`src/rtl/fsyn_pkg.sv`:
```
// Shared types, codes and elaboration-time table builders for the
// Fourier waveform synthesizer. No dependencies.
`default_nettype none
package fsyn_pkg;

  localparam int NUM_HARMONICS  = 16;
  localparam int COS_TABLE_BITS = 10;
  localparam int CUSTOM_DEPTH   = 16;
  localparam int CUSTOM_AW      = 4;
  localparam int SAMPLE_W       = 24;

  localparam longint unsigned Q30_ONE     = 64'd1073741824;
  localparam longint unsigned INV_PI_Q30  = 64'd341782638;
  localparam longint unsigned HALF_PI_Q30 = 64'd1686629713;
  localparam longint unsigned TRAP_A_Q16  = 64'd567485;
  localparam longint unsigned TRAP_B_Q16  = 64'd1370031;
  // 1/pi^2 in Q30, rounded to nearest
  localparam longint unsigned INV_PI2_Q30 = (INV_PI_Q30 * INV_PI_Q30 + Q30_ONE / 2) / Q30_ONE;

  typedef enum logic [2:0] {
    WAVE_CUSTOM    = 3'd0,
    WAVE_SQUARE    = 3'd1,
    WAVE_TRIANGLE  = 3'd2,
    WAVE_SAW_LEFT  = 3'd3,
    WAVE_SAW_RIGHT = 3'd4,
    WAVE_TRAPEZOID = 3'd5
  } wave_e;

  typedef enum logic [1:0] {
    CFG_WAVE_TYPE  = 2'd0,
    CFG_PHASE_STEP = 2'd1,
    CFG_GAIN       = 2'd2,
    CFG_DC_OFFSET  = 2'd3
  } cfg_idx_e;

  typedef enum logic {
    OP_TICK  = 1'b0,
    OP_WRITE = 1'b1
  } op_e;

  typedef enum logic [2:0] {
    ST_IDLE,
    ST_RUN,
    ST_GAIN,
    ST_ROUND
  } state_e;

  typedef struct packed {
    logic               operation;
    logic [3:0]         entry_index;
    logic [7:0]         harmonic_number;
    logic signed [15:0] amplitude;
    logic [15:0]        phase_offset;
  } in_item_t;

  typedef struct packed {
    logic signed [23:0] sample;
    logic               bad_type;
  } out_item_t;

  typedef struct packed {
    logic [7:0]         harm;
    logic signed [15:0] amp;
    logic [15:0]        poff;
  } custom_entry_t;

  // multiple of the fundamental and Q12 weight of one series term
  typedef struct packed {
    logic [7:0]         mult;
    logic signed [15:0] amp;
  } term_t;

  function automatic longint unsigned kern_cos(longint unsigned g);
    longint unsigned x, x2, c;
    x  = (g * HALF_PI_Q30) >> 30;
    x2 = (x * x) >> 30;
    c  = Q30_ONE / 40320;
    c  = Q30_ONE / 720 - ((x2 * c) >> 30);
    c  = Q30_ONE / 24 - ((x2 * c) >> 30);
    c  = Q30_ONE / 2 - ((x2 * c) >> 30);
    return Q30_ONE - ((x2 * c) >> 30);
  endfunction

  function automatic longint unsigned kern_sin(longint unsigned g);
    longint unsigned x, x2, c;
    x  = (g * HALF_PI_Q30) >> 30;
    x2 = (x * x) >> 30;
    c  = Q30_ONE / 362880;
    c  = Q30_ONE / 5040 - ((x2 * c) >> 30);
    c  = Q30_ONE / 120 - ((x2 * c) >> 30);
    c  = Q30_ONE / 6 - ((x2 * c) >> 30);
    c  = Q30_ONE - ((x2 * c) >> 30);
    return (x * c) >> 30;
  endfunction

  function automatic logic [15:0] to_q15(longint unsigned v);
    longint unsigned r;
    r = (v + 64'd16384) >> 15;
    return (r > 64'd32767) ? 16'd32767 : r[15:0];
  endfunction

  // first-quadrant cosine (or sine) entry j of a table with 2^bits phases
  function automatic logic [15:0] cos_quarter(int j, int bits, bit want_sin);
    longint unsigned f, c, s;
    f = longint'(j) << (32 - bits);
    if (f < (Q30_ONE >> 1)) begin
      c = kern_cos(f);
      s = kern_sin(f);
    end else begin
      c = kern_sin(Q30_ONE - f);
      s = kern_cos(Q30_ONE - f);
    end
    return want_sin ? to_q15(s) : to_q15(c);
  endfunction

  function automatic logic [7:0] stock_mult(int wt, int i);
    return (wt == 1 || wt == 2) ? 8'(2 * i - 1) : 8'(i);
  endfunction

  // numerator of the Q12 weight of term i of a stock shape
  function automatic longint unsigned stock_num(int wt, int i);
    int m;
    m = i % 16;
    case (wt)
      1:       return 64'd16384 * INV_PI_Q30;
      2:       return 64'd32768 * INV_PI2_Q30;
      3, 4:    return 64'd8192 * INV_PI_Q30;
      default: begin
        if ((i % 2) == 0) return 64'd0;
        return (m == 1 || m == 7 || m == 9 || m == 15) ? TRAP_A_Q16 * INV_PI2_Q30
                                                       : TRAP_B_Q16 * INV_PI2_Q30;
      end
    endcase
  endfunction

  // denominator of the Q12 weight of term i of a stock shape
  function automatic longint unsigned stock_den(int wt, int i);
    longint unsigned k;
    k = longint'(stock_mult(wt, i));
    case (wt)
      1, 3, 4: return k << 30;
      2:       return (k * k) << 30;
      default: return (k * k) << 34;
    endcase
  endfunction

  // sign of the weight of term i of a stock shape
  function automatic bit stock_neg(int wt, int i);
    bit odd;
    int m;
    odd = (i % 2) != 0;
    m   = i % 16;
    case (wt)
      1:       return 1'b0;
      2, 3:    return !odd;
      4:       return odd;
      default: return !(m == 3 || m == 5 || m == 9 || m == 15);
    endcase
  endfunction

endpackage
`default_nettype wire

```
`src/rtl/fsyn_if.sv`:
```
// Valid/ready stream interfaces for the synthesizer input and result channels.
// Depends on fsyn_pkg for the payload types.
`default_nettype none
interface fsyn_in_if;
  import fsyn_pkg::*;
  logic     valid;
  logic     ready;
  in_item_t data;
  modport source (output valid, output data, input ready);
  modport sink   (input valid, input data, output ready);
endinterface

interface fsyn_out_if;
  import fsyn_pkg::*;
  logic      valid;
  logic      ready;
  out_item_t data;
  modport source (output valid, output data, input ready);
  modport sink   (input valid, input data, output ready);
endinterface
`default_nettype wire

```
`src/rtl/fsyn_ram.sv`:
```
// Generic single-write, single-read synchronous RAM with registered read.
// No dependencies.
`default_nettype none
module fsyn_ram #(
  parameter int Width = 8,
  parameter int Depth = 16
) (
  input  wire logic                     clk_i,
  input  wire logic                     we_i,
  input  wire logic [$clog2(Depth)-1:0] waddr_i,
  input  wire logic [Width-1:0]         wdata_i,
  input  wire logic [$clog2(Depth)-1:0] raddr_i,
  output      logic [Width-1:0]         rdata_o
);
  logic [Width-1:0] mem [Depth];

  always_ff @(posedge clk_i) begin
    if (we_i) mem[waddr_i] <= wdata_i;
    rdata_o <= mem[raddr_i];
  end
endmodule
`default_nettype wire

```
`src/rtl/fsyn_cos_rom.sv`:
```
// Q1.15 cosine of the top table bits of a 32-bit phase, from quarter-wave
// constant tables built at elaboration. Depends on fsyn_pkg.
`default_nettype none
module fsyn_cos_rom import fsyn_pkg::*; #(
  parameter int CosTableBits = COS_TABLE_BITS
) (
  input  wire logic [31:0]        phase_i,
  output      logic signed [15:0] cos_o
);
  localparam int QW = CosTableBits - 2;
  localparam int QN = 1 << QW;

  logic [15:0] c_tab [QN];
  logic [15:0] s_tab [QN];

  for (genvar j = 0; j < QN; j++) begin : g_tab
    assign c_tab[j] = cos_quarter(j, CosTableBits, 1'b0);
    assign s_tab[j] = cos_quarter(j, CosTableBits, 1'b1);
  end

  logic [QW-1:0] j_idx;
  logic [15:0]   c_val, s_val;

  assign j_idx = phase_i[29 -: QW];
  assign c_val = c_tab[j_idx];
  assign s_val = s_tab[j_idx];

  always_comb begin
    case (phase_i[31:30])
      2'd0:    cos_o = $signed(c_val);
      2'd1:    cos_o = -$signed(s_val);
      2'd2:    cos_o = -$signed(c_val);
      default: cos_o = $signed(s_val);
    endcase
  end
endmodule
`default_nettype wire

```
`src/rtl/fsyn_coef_rom.sv`:
```
// Stock-shape Fourier series weights (Q12) and harmonic multiples, as
// constant tables indexed by wave type and term. Depends on fsyn_pkg.
`default_nettype none
module fsyn_coef_rom import fsyn_pkg::*; #(
  parameter int NumHarmonics = NUM_HARMONICS,
  parameter int IdxW         = 7
) (
  input  wire logic [2:0]      wave_i,
  input  wire logic [IdxW-1:0] idx_i,
  output      term_t           term_o
);
  localparam int NW = 5;
  localparam int TW = $clog2(NumHarmonics);

  term_t tab [NW][NumHarmonics];

  for (genvar w = 0; w < NW; w++) begin : g_wave
    for (genvar i = 0; i < NumHarmonics; i++) begin : g_term
      if (i == 0) begin : g_zero
        assign tab[w][i] = '0;
      end else begin : g_val
        localparam longint unsigned NUM = stock_num(w + 1, i);
        localparam longint unsigned DEN = stock_den(w + 1, i);
        localparam longint unsigned MAG = (NUM + DEN / 2) / DEN;
        localparam logic signed [15:0] AMP = stock_neg(w + 1, i) ? -16'(MAG) : 16'(MAG);
        assign tab[w][i] = '{mult: stock_mult(w + 1, i), amp: AMP};
      end
    end
  end

  logic          in_range;
  logic [TW-1:0] t_idx;
  assign in_range = int'(idx_i) < NumHarmonics;
  assign t_idx    = idx_i[TW-1:0];

  always_comb begin
    term_o = '0;
    if (in_range) begin
      unique case (wave_i)
        WAVE_SQUARE:    term_o = tab[0][t_idx];
        WAVE_TRIANGLE:  term_o = tab[1][t_idx];
        WAVE_SAW_LEFT:  term_o = tab[2][t_idx];
        WAVE_SAW_RIGHT: term_o = tab[3][t_idx];
        WAVE_TRAPEZOID: term_o = tab[4][t_idx];
        default:        term_o = '0;
      endcase
    end
  end
endmodule
`default_nettype wire

```
`src/rtl/fourier_waveform_synthesizer.sv`:
```
// Top level of the additive harmonic waveform synthesizer.
// Depends on fsyn_pkg, fsyn_if, fsyn_ram, fsyn_cos_rom and fsyn_coef_rom.
//
// Usage:
//   in_s carries one transaction per operation: a tick produces one sample,
//   a write stores one custom harmonic entry (harmonic, amplitude, phase)
//   and produces nothing. out_s carries {sample, bad_type} for each tick.
//   Configuration (wave type, phase step, gain, dc offset) is written on
//   cfg_we_i/cfg_idx_i/cfg_data_i while no tick is in flight.
// Timing:
//   A tick walks one term per cycle through a four-stage term pipeline
//   (table read, phase multiply, cosine lookup, multiply-accumulate) over
//   T terms, with T = 16 for the custom table and NumHarmonics-1 otherwise;
//   once the pipeline drains, a gain multiply and a round/saturate step
//   follow. An invalid wave type skips the terms and the gain multiply.
//   A new transaction is taken once the previous tick has reached the
//   output register.
// Reset: phase accumulator zero, custom table empty (reads as zero),
//   wave type square, unit gain, no offset. No clearing pass is needed.
// Stall: a result waits in the output register; a finished tick holds in
//   its round state until the register frees, and the input stays blocked.
`default_nettype none
module fourier_waveform_synthesizer import fsyn_pkg::*; #(
  parameter int NumHarmonics = NUM_HARMONICS,
  parameter int CosTableBits = COS_TABLE_BITS
) (
  input  wire logic        clk_i,
  input  wire logic        rst_ni,
  fsyn_in_if.sink          in_s,
  fsyn_out_if.source       out_s,
  input  wire logic        cfg_we_i,
  input  wire logic [1:0]  cfg_idx_i,
  input  wire logic [31:0] cfg_data_i
);
  localparam int MaxTerms = (CUSTOM_DEPTH > NumHarmonics - 1) ? CUSTOM_DEPTH
                                                             : NumHarmonics - 1;
  localparam int CNT_W = $clog2(MaxTerms + 1);
  localparam int ACC_W = 32 + $clog2(MaxTerms);
  localparam int GW    = ACC_W + 16;
  localparam int SH_W  = GW - 23;
  localparam int YW    = SH_W + 1;

  // configuration
  logic [2:0]         wave_q;
  logic [31:0]        step_q;
  logic signed [15:0] gain_q;
  logic signed [23:0] dc_q;

  always_ff @(posedge clk_i or negedge rst_ni) begin
    if (!rst_ni) begin
      wave_q <= WAVE_SQUARE;
      step_q <= '0;
      gain_q <= 16'sd256;
      dc_q   <= '0;
    end else if (cfg_we_i) begin
      unique case (cfg_idx_e'(cfg_idx_i))
        CFG_WAVE_TYPE:  wave_q <= cfg_data_i[2:0];
        CFG_PHASE_STEP: step_q <= cfg_data_i;
        CFG_GAIN:       gain_q <= cfg_data_i[15:0];
        CFG_DC_OFFSET:  dc_q   <= cfg_data_i[23:0];
        default:        ;
      endcase
    end
  end

  state_e state_q, state_d;
  logic [CNT_W-1:0] cnt_q, n_terms;
  logic [2:0]       pipe_v_q;
  logic             bad_q, bad_wave, is_custom, issue;
  logic             in_acc, tick_acc, wr_acc, out_load;
  logic [31:0]      pa_q, pa_work_q;
  logic [CUSTOM_DEPTH-1:0] vld_tab_q;

  assign is_custom = wave_q == WAVE_CUSTOM;
  assign bad_wave  = wave_q > WAVE_TRAPEZOID;
  assign n_terms   = is_custom ? CNT_W'(CUSTOM_DEPTH) : CNT_W'(NumHarmonics - 1);
  assign in_s.ready = state_q == ST_IDLE;
  assign in_acc    = in_s.valid && in_s.ready;
  assign tick_acc  = in_acc && (op_e'(in_s.data.operation) == OP_TICK);
  assign wr_acc    = in_acc && (op_e'(in_s.data.operation) == OP_WRITE);
  assign issue     = (state_q == ST_RUN) && (cnt_q < n_terms);

  // custom table
  custom_entry_t wr_entry, rd_entry;
  logic [$bits(custom_entry_t)-1:0] rd_raw;

  assign wr_entry = '{harm: in_s.data.harmonic_number,
                      amp:  in_s.data.amplitude,
                      poff: in_s.data.phase_offset};

  fsyn_ram #(
    .Width($bits(custom_entry_t)),
    .Depth(CUSTOM_DEPTH)
  ) u_custom_ram (
    .clk_i   (clk_i),
    .we_i    (wr_acc),
    .waddr_i (in_s.data.entry_index),
    .wdata_i (wr_entry),
    .raddr_i (cnt_q[CUSTOM_AW-1:0]),
    .rdata_o (rd_raw)
  );
  assign rd_entry = rd_raw;

  always_ff @(posedge clk_i or negedge rst_ni) begin
    if (!rst_ni) vld_tab_q <= '0;
    else if (wr_acc) vld_tab_q[in_s.data.entry_index] <= 1'b1;
  end

  // stage A: term phase
  logic [CNT_W-1:0]   idx_a_q;
  logic               vld_a_q;
  term_t              stock_term;
  logic [7:0]         mult_a;
  logic signed [15:0] amp_a;
  logic [31:0]        off_a;
  logic [39:0]        mul_a;

  fsyn_coef_rom #(
    .NumHarmonics(NumHarmonics),
    .IdxW(CNT_W)
  ) u_coef_rom (
    .wave_i (wave_q),
    .idx_i  (idx_a_q),
    .term_o (stock_term)
  );

  always_comb begin
    if (is_custom) begin
      mult_a = vld_a_q ? rd_entry.harm : '0;
      amp_a  = vld_a_q ? rd_entry.amp : '0;
      off_a  = vld_a_q ? {rd_entry.poff, 16'h0000} : '0;
    end else begin
      mult_a = stock_term.mult;
      amp_a  = stock_term.amp;
      off_a  = 32'hC000_0000;  // minus a quarter turn: sine from cosine
    end
    mul_a = mult_a * pa_work_q;
  end

  // stage B: cosine lookup, stage C: multiply-accumulate
  logic [31:0]        ph_b_q;
  logic signed [15:0] amp_b_q, amp_c_q, cos_c_q, cos_b;
  logic signed [31:0] prod_c;
  logic signed [ACC_W-1:0] acc_q;
  logic signed [GW-1:0]    gp_q;

  fsyn_cos_rom #(.CosTableBits(CosTableBits)) u_cos_rom (
    .phase_i (ph_b_q),
    .cos_o   (cos_b)
  );

  assign prod_c = amp_c_q * cos_c_q;

  always_ff @(posedge clk_i) begin
    if (issue) begin
      idx_a_q <= is_custom ? cnt_q : cnt_q + CNT_W'(1);
      vld_a_q <= vld_tab_q[cnt_q[CUSTOM_AW-1:0]];
    end
    ph_b_q  <= mul_a[31:0] + off_a;
    amp_b_q <= amp_a;
    cos_c_q <= cos_b;
    amp_c_q <= amp_b_q;
    gp_q    <= acc_q * gain_q;
  end

  // round, offset and saturate
  logic signed [GW-1:0] rnd_sum;
  logic signed [YW-1:0] y;
  logic signed [23:0]   y_sat;
  logic                 ovf_hi, ovf_lo;

  always_comb begin
    rnd_sum = gp_q + GW'(1 << 22);
    y = $signed({rnd_sum[GW-1], rnd_sum[GW-1:23]})
      + $signed({{(YW - 24){dc_q[23]}}, dc_q});
    ovf_hi = !y[YW-1] && (|y[YW-2:23]);
    ovf_lo = y[YW-1] && !(&y[YW-2:23]);
    if (ovf_hi)      y_sat = 24'sh7FFFFF;
    else if (ovf_lo) y_sat = -24'sh800000;
    else             y_sat = y[23:0];
  end

  // control
  assign out_load = (state_q == ST_ROUND) && (!out_s.valid || out_s.ready);

  always_comb begin
    state_d = state_q;
    unique case (state_q)
      ST_IDLE:  if (tick_acc) state_d = bad_wave ? ST_ROUND : ST_RUN;
      ST_RUN:   if (cnt_q == n_terms && pipe_v_q == '0) state_d = ST_GAIN;
      ST_GAIN:  state_d = ST_ROUND;
      ST_ROUND: if (out_load) state_d = ST_IDLE;
      default:  state_d = ST_IDLE;
    endcase
  end

  always_ff @(posedge clk_i or negedge rst_ni) begin
    if (!rst_ni) state_q <= ST_IDLE;
    else         state_q <= state_d;
  end

  always_ff @(posedge clk_i or negedge rst_ni) begin
    if (!rst_ni) begin
      cnt_q    <= '0;
      pipe_v_q <= '0;
      bad_q    <= 1'b0;
      acc_q    <= '0;
      pa_q     <= '0;
    end else begin
      pipe_v_q <= {pipe_v_q[1:0], issue};
      if (tick_acc) begin
        cnt_q <= '0;
        acc_q <= '0;
        bad_q <= bad_wave;
        pa_q  <= pa_q + step_q;
      end else begin
        if (issue) cnt_q <= cnt_q + CNT_W'(1);
        if (pipe_v_q[2]) acc_q <= acc_q + {{(ACC_W - 32){prod_c[31]}}, prod_c};
      end
    end
  end

  always_ff @(posedge clk_i) begin
    if (tick_acc) pa_work_q <= pa_q;
  end

  // output register
  logic      out_valid_q;
  out_item_t out_data_q;

  always_ff @(posedge clk_i or negedge rst_ni) begin
    if (!rst_ni) out_valid_q <= 1'b0;
    else if (out_load) out_valid_q <= 1'b1;
    else if (out_s.ready) out_valid_q <= 1'b0;
  end

  always_ff @(posedge clk_i) begin
    if (out_load) begin
      out_data_q.sample   <= bad_q ? '0 : y_sat;
      out_data_q.bad_type <= bad_q;
    end
  end

  assign out_s.valid = out_valid_q;
  assign out_s.data  = out_data_q;

  // checks
  a_idle_drained: assert property (@(posedge clk_i) disable iff (!rst_ni)
    state_q == ST_IDLE |-> pipe_v_q == '0)
    else $error("term pipeline busy while idle");

  a_cnt_bound: assert property (@(posedge clk_i) disable iff (!rst_ni)
    state_q == ST_RUN |-> cnt_q <= n_terms)
    else $error("term counter past last term");

  a_phase_hold: assert property (@(posedge clk_i) disable iff (!rst_ni)
    !tick_acc |=> pa_q == $past(pa_q))
    else $error("phase accumulator moved without a tick");

  a_gain_after_drain: assert property (@(posedge clk_i) disable iff (!rst_ni)
    state_q == ST_GAIN |-> $past(pipe_v_q) == '0)
    else $error("gain stage started before accumulation finished");
endmodule
`default_nettype wire
```
`src/flat_wrapper.sv`:
```
// flat-port wrapper written by rule: the top's interface ports become plain ports
module fourier_waveform_synthesizer_flat import fsyn_pkg::*;
#(
  parameter int NumHarmonics = NUM_HARMONICS,
  parameter int CosTableBits = COS_TABLE_BITS
)
  (clk_i, rst_ni, cfg_we_i, cfg_idx_i, cfg_data_i, in_s_valid, in_s_data, in_s_ready, out_s_valid, out_s_data, out_s_ready);
  fsyn_in_if in_s_i ();
  fsyn_out_if out_s_i ();
  input  wire logic clk_i;
  input  wire logic rst_ni;
  input  wire logic cfg_we_i;
  input  wire logic [1:0] cfg_idx_i;
  input  wire logic [31:0] cfg_data_i;
  input wire logic [$bits(in_s_i.valid)-1:0] in_s_valid;
  input wire logic [$bits(in_s_i.data)-1:0] in_s_data;
  output wire logic [$bits(in_s_i.ready)-1:0] in_s_ready;
  output wire logic [$bits(out_s_i.valid)-1:0] out_s_valid;
  output wire logic [$bits(out_s_i.data)-1:0] out_s_data;
  input wire logic [$bits(out_s_i.ready)-1:0] out_s_ready;
  assign in_s_i.valid = in_s_valid;
  assign in_s_i.data = in_s_data;
  assign in_s_ready = in_s_i.ready;
  assign out_s_valid = out_s_i.valid;
  assign out_s_data = out_s_i.data;
  assign out_s_i.ready = out_s_ready;
  fourier_waveform_synthesizer #(.NumHarmonics(NumHarmonics), .CosTableBits(CosTableBits)) u_core (.clk_i(clk_i), .rst_ni(rst_ni), .in_s(in_s_i), .out_s(out_s_i), .cfg_we_i(cfg_we_i), .cfg_idx_i(cfg_idx_i), .cfg_data_i(cfg_data_i));
endmodule
```
`config.mk`:
```
export PLATFORM = sky130hd
export DESIGN_NAME = fourier_waveform_synthesizer_flat
export DESIGN_NICKNAME = d
export VERILOG_FILES = /design/src/rtl/fsyn_pkg.sv /design/src/rtl/fsyn_if.sv /design/src/rtl/fsyn_ram.sv /design/src/rtl/fsyn_cos_rom.sv /design/src/rtl/fsyn_coef_rom.sv /design/src/rtl/fourier_waveform_synthesizer.sv /design/src/flat_wrapper.sv
export SDC_FILE = /design/constraint.sdc
export NUM_CORES = 2
export LEC_CHECK = 0
export BUFFER_PORTS_ARGS = -buffer_cell sky130_fd_sc_hd__buf_4
export CAP_MARGIN = 0
export CORE_MARGIN = 4
export CORE_UTILIZATION = 50
export DETAILED_ROUTE_END_ITERATION = 6
export HOLD_SLACK_MARGIN = 0.08
export PLACE_DENSITY = 0.66
export SLEW_MARGIN = 40
export SYNTH_ARGS = -nofsm -noshare
export SYNTH_HDL_FRONTEND = slang
export SYNTH_SLANG_ARGS = --single-unit
```
`constraint.sdc`:
```
create_clock -name clk_i -period 11.1 [get_ports clk_i]
set_clock_uncertainty 0.15 [all_clocks]
set_input_delay 1.11 -clock clk_i [delete_from_list [all_inputs] [get_ports clk_i]]
set_output_delay 1.11 -clock clk_i [all_outputs]
set_load 0.05 [all_outputs]
```
After elaboration in Yosys (flattened, before gate mapping) --
Memory sizes are Yosys's and may differ from the RTL's. A register that Yosys moved wholly into a read port is not among the register bits. Cells that the tools add are included. Widths: inputs -> output; s select.
Storage, ports and cells: bits in registers 367, memory bits (writable) 640, bits in read-only memories 10112, input port bits 84, output and inout port bits 27, word-level logic and storage cells 144, memories kept 8
Memories:
- (name not given) | depth 256, bits a word 16, read ports 1, clocked after memory_dff 0, write ports 0, line fsyn_cos_rom.sv:26 | assign s_val = s_tab[j_idx];
- (name not given) | depth 256, bits a word 16, read ports 1, clocked after memory_dff 0, write ports 0, line fsyn_cos_rom.sv:25 | assign c_val = c_tab[j_idx];
- u_core.u_custom_ram.mem | depth 16, bits a word 40, read ports 1, clocked after memory_dff 1, write ports 1, line fsyn_ram.sv:15 | logic [Width-1:0] mem [Depth];
- (name not given) | depth 16, bits a word 24, read ports 1, clocked after memory_dff 0, write ports 0, line fsyn_coef_rom.sv:44 | WAVE_TRAPEZOID: term_o = tab[4][t_idx];
- (name not given) | depth 16, bits a word 24, read ports 1, clocked after memory_dff 0, write ports 0, line fsyn_coef_rom.sv:43 | WAVE_SAW_RIGHT: term_o = tab[3][t_idx];
- (name not given) | depth 16, bits a word 24, read ports 1, clocked after memory_dff 0, write ports 0, line fsyn_coef_rom.sv:42 | WAVE_SAW_LEFT: term_o = tab[2][t_idx];
- +2 memories
Operators by class: add/subtract/negate cells 8, $mul 3, order comparisons 8, equal/unequal tests 17, muxes and demuxes 44, bitwise gates (word level) 4, reduce and logical (&&, ||, !) cells 29
Operator list (count):
- $mux 24 | 12
- $pmux 24 s5 | 1
- $mux 16 | 6
- $mux 36 | 2
- $add 32x32->32 | 2
- $mux 32 | 2
- $add 52x24->52 const B | 1
- $mul 36x16->52 | 1
- $pmux 16 s3 | 1
- $add 36x36->36 | 1
- $mul 16x16->32 | 1
- $mul 8x32->32 | 1
- $neg 16->16 | 2
- $add 29x24->30 | 1
- $mux 23 | 1
- $mux 5 | 4
- $mux 8 | 2
- $or 16x16->16 | 1
- $eq 3x2->1 const B | 4
- $pmux 3 s4 | 1
- $lt 4x5->1 const B | 2
- $ge 9x9->1 const B | 1
- $logic_and 1x1->1 | 9
- $logic_not 3->1 | 3
- other kinds (30) | 51

Logic depth before layout (Yosys ltp) --
depth in word-level cells 9, gate-level depth with buffers 34, mapped depth without buffers 33

Cells and area by module --
From an unflattened synthesis, not the netlist that was laid out.
Unflattened totals: cell total of the unflattened synthesis 8210, area total of the unflattened synthesis 87914.3 µm²
Modules (own cells, without submodules):
- fourier_waveform_synthesizer | times used 1, cells each 5501, area an instance 51952.3 µm²
- fsyn_ram | times used 1, cells each 1040, area an instance 25131.6 µm²
- fsyn_cos_rom | times used 1, cells each 1411, area an instance 9211.3 µm²
- fsyn_coef_rom | times used 1, cells each 258, area an instance 1619.1 µm²

Worst setup path before layout --
No wires, ideal clock.
kind register -> register, start point reg u_core.amp_c_q[7], end point reg u_core.acc_q[35], library setup time 79 ps, arrival time 7480 ps, required time 10871 ps, slack 3391 ps, stages on the path, launching flop included 35, buffers on the path 1, cells stage by stage dfxtp_1 clkbuf_1 nand2_1 fa_1 inv_1 fa_1 inv_1 fa_1 inv_1 fa_1 fa_1 inv_1 fa_1 inv_1 ha_1 a21o_1 a21oi_1 inv_1 o21ai_0 o311ai_1 a41o_1 a31o_2 a21oi_1 xnor2_1 ha_1 a21o_1 a21o_1 a21o_1 a21oi_1 o21ai_0 a21o_1 o211ai_1 a211oi_1 nor2b_1 mux2i_1
Between the ends: longest elaborated chain between the ends 4
RTL lines:
- from (decl) | line fourier_waveform_synthesizer.sv:142 | logic signed [15:0] amp_b_q, amp_c_q, cos_c_q, cos_b;
- from (signal assigned) | line fourier_waveform_synthesizer.sv:162 | amp_c_q <= amp_b_q;
- $mul 16x16->32 | line fourier_waveform_synthesizer.sv:152 | assign prod_c = amp_c_q * cos_c_q;
- $add 36x36->36 | line fourier_waveform_synthesizer.sv:218 | if (pipe_v_q[2]) acc_q <= acc_q + {{(ACC_W - 32){prod_c[31]}}, prod_c};
- $mux 36 | line fourier_waveform_synthesizer.sv:218
- $mux 36 | line fourier_waveform_synthesizer.sv:211 | if (tick_acc) begin
- to (signal assigned) | line fourier_waveform_synthesizer.sv:218
- to (decl) | line fourier_waveform_synthesizer.sv:144 | logic signed [ACC_W-1:0] acc_q;
Every way passes these cells. The select of a mux whose other input is x is not followed. A chain may end at the register's enable or synchronous reset.

Worst setup path after layout --
start point reg u_core.amp_c_q[9], end point reg u_core.acc_q[35]
The elaborated chain is that of the path after synthesis.

==> impl_metrics.py <==
metrics = {
    "floorplanning": {
        "dieWidth_um": 422,
        "row_count": 151,
        "die_h_um": 422,
        "ios": 111,
        "die_area_um2": 178000,
        "coreArea_um2": 170000,
        "initial_core_util": 0.504,
    },
    "finish": {
        "syn_to_final_growth_pct": 8.08,
        "nets": 9256,
        "fin_cells": 10100,
        "fill_cells": 14500,
        "drive_above_1_share": 0.110,
    },
    "placed_design": {
        "io_buffers": 110,
        "gp_congestion": 1.04,
        "dp_cells": 9891,
        "hpwlAfterDp_um": 184000,
    },
    "yosys": {
        "ys_seq_area_frac": 0.327,
        "netlist.top_cell.by_area": "edfxtp_1",
        "synth_warnings": 0,
        "ys_async_sr_fraction": 0.171,
        "syn-num-nets": 9348,
        "synth_area_per_cell_um2": 10.9,
        "ys_types": 109,
        "synth.top_cell.area_share": 0.247,
        "synth-edff-count": 703,
        "syn_inst": 7872,
        "synth-seq-cells": 1002,
        "synthFlopType": "edfxtp_1",
        "synthTopCellsByArea": "edfxtp_1 (25%), fa_1 (23%), ha_1 (6.0%)",
        "netlist_area_um2": 85600,
    },
    "clock_tree": {
        "h-tree-depth": 3,
        "clk_pin_slew_ns": 0.07,
        "clk-insertion-delay-late_ns": 0.78,
        "cts_root_buffer": "clkbuf_16",
        "cts_resized": 0,
        "cts_hold_buf": 0,
        "post_cts.repair.setup_buffers": 0,
        "cts_sinks": 1002,
        "cts_tree": "built",
        "clock_path_buffers": 3,
        "cts_buffers": 104,
    },
    "detailed_routing": {
        "drt-pass1-iter-count": 7,
        "vias": 61400,
        "antenna_left": 0,
        "totalWireLength_um": 260000,
        "drc": 0,
        "viasPerCell": 6.08,
        "routedWlPerCell_um": 25.7,
        "drt_iter0_drc": 6301,
    },
    "grt": {
        "grt.total_usage": 0.293,
        "gr-usage-met3": 0.0582,
        "grt_max_degree": 154,
        "grt_overflow": 0,
        "grt_pass1_vias": 64100,
        "antenna_found_initial": 13,
        "top_usage_layer": "met2",
        "met2_usage": 0.461,
        "grt_pass1_wl_um": 396000,
        "grtUsageMet1": 0.394,
    },
    "flow_run": {
        "maxCapViolCount": 0,
    },
    "timing": {
        "tightestPinTransition_ns": 0.936,
        "rsz0062_at_grt": "false",
        "drv_slew": 0,
        "tns_ns": 0,
        "report.final.setup_viol": 0,
        "timing.final.crit_share": 0.765,
        "hold_viol": 0,
        "slew_headroom": 0.376,
        "final.min_clock_period_ns": 8.49,
        "fmax_mhz": 118,
    },
    "worst_setup_path": {
        "crit_arrival_ns": 8.93,
        "crit_fanout": 16,
        "cp-end-kind": "flop",
        "slowest_delay_ns": 0.75,
        "r2r-end": "u_core.acc_q[35]",
        "rrSetupSlack_ns": 2.61,
        "cp_slowest_cell": "dfxtp_1",
        "crit_path_frequent_cell": "fa_1",
        "critPathKind": "reg2reg",
        "start_kind": "flop",
        "worstRegToRegCells": 31,
        "reg2reg_from": "u_core.amp_c_q[9]",
        "cp.required_ns": 11.55,
    },
    "status": {
        "status": "complete, no violations",
    },
    "worst_hold_path": {
        "worst_hold_path_type": "in2async",
    },
}
[cell usage in the layout, fill, tap and decap left out, types with 123 or more instances in the layout]
cell	count
buf_4	211
xnor2_1	133
mux4_2	220
o21ai_0	219
fa_1	979
ha_1	411
inv_1	1073
nand2_1	894
a21oi_1	281
edfxtp_1	703
dfxtp_1	123
dfrtp_1	145
and2_1	405
nor2_1	275
[cells in the mapped netlist, types with 66 or more instances]
| master | instances |
|---|---|
| xnor2_1 | 133 |
| fa_1 | 979 |
| a21o_1 | 81 |
| a211oi_1 | 78 |
| nor2b_1 | 84 |
| mux4_2 | 220 |
| mux2_2 | 83 |
| o21ai_0 | 229 |
| nor3_1 | 95 |
| clkbuf_1 | 304 |
| nand2_1 | 894 |
| inv_1 | 1075 |
| xor2_1 | 74 |
| and2_1 | 405 |
| a21oi_1 | 283 |
| buf_2 | 66 |
| nand2b_1 | 106 |
| nand3_1 | 102 |
| dfrtp_1 | 169 |
| dfxtp_1 | 128 |
| edfxtp_1 | 703 |
| nor2_1 | 290 |
| ha_1 | 413 |
[how the worst max path moves through the flow]
stage,start,to,cells after the start
2_1_floorplan,u_core.amp_c_q[7],u_core.acc_q[35],34
3_3_place_gp,u_core.amp_c_q[7],u_core.acc_q[35],33
3_5_place_dp,u_core.amp_c_q[9],u_core.acc_q[35],31
4_1_cts,u_core.amp_c_q[9],u_core.acc_q[35],31
5_1_grt,u_core.amp_c_q[15],u_core.acc_q[35],27
6_report,u_core.amp_c_q[9],u_core.acc_q[35],31
[cell type report]
class	count	area (um2)	area share
timing repair buffer	233	1870	0.0202
tap	2218	2780	0.0300
inverter	1083	4070	0.0440
antenna	9	22.5	0.000244
clock inverter	71	975	0.0105
multi-input combinational	5356	52000	0.562
clock buffer	127	2800	0.0303
sequential	1002	28000	0.303
[cell families after synthesis]
group                    share of synthesized area
adder cells (fa/ha/maj)                      0.289
AND/OR/NAND/NOR                              0.124
buffers and inverters                       0.0684
multiplexers                                0.0749
flip-flops                                   0.327
XOR/XNOR                                    0.0212
AO/OA/AOI/OAI                               0.0955
[stage by stage]
stage	worst slack (ns)	utilization	instance area, um2	hold WS, ns
5_1_grt	1.96	0.544	92500	0.165
2_1_floorplan	3.39	-	85600	0.160
3_5_place_dp	2.72	0.522	88600	0.162
6_report	2.61	0.544	92500	0.160
3_3_place_gp	2.80	0.521	88500	0.165
4_1_cts	2.68	0.544	92400	0.138
[flip-flops by register name, summed over array words and instances, names as in the netlist, 10 cells and up]
signal,flops
u_core.gp_q,30
u_core.u_custom_ram.mem,640
u_core.step_q,32
u_core.dc_q,24
u_core.u_custom_ram.rdata_o,40
u_core.amp_c_q,16
u_core.amp_b_q,16
u_core.gain_q,16
u_core.ph_b_q,10
u_core.pa_q,32
u_core.out_s.data,25
u_core.pa_work_q,32
u_core.cos_c_q,16
u_core.acc_q,36
u_core.vld_tab_q,16
[worst max-delay path: cells and delay by family, from the launching register on]
| kind | cells | cell delay [ns] |
|---|---|---|
| AO/OA/AOI/OAI | 10 | 1.91 |
| flip-flops | 1 | 0.75 |
| AND/OR/NAND/NOR | 8 | 1.41 |
| buffers and inverters | 3 | 0.15 |
| multiplexers | 1 | 0.12 |
| XOR/XNOR | 1 | 0.17 |
| adder cells (fa/ha/maj) | 8 | 3.71 |
[per-layer routing]
metal / wire length [um] / vias up
li1: - / 26400
met1: 103000 / 31400
met2: 119000 / 2859
met3: 22500 / 698
met4: 14200 / 8
met5: 57 / -
Power is not shown: default switching activity piles up to over one toggle a cycle in this logic, so the estimate is an artifact.
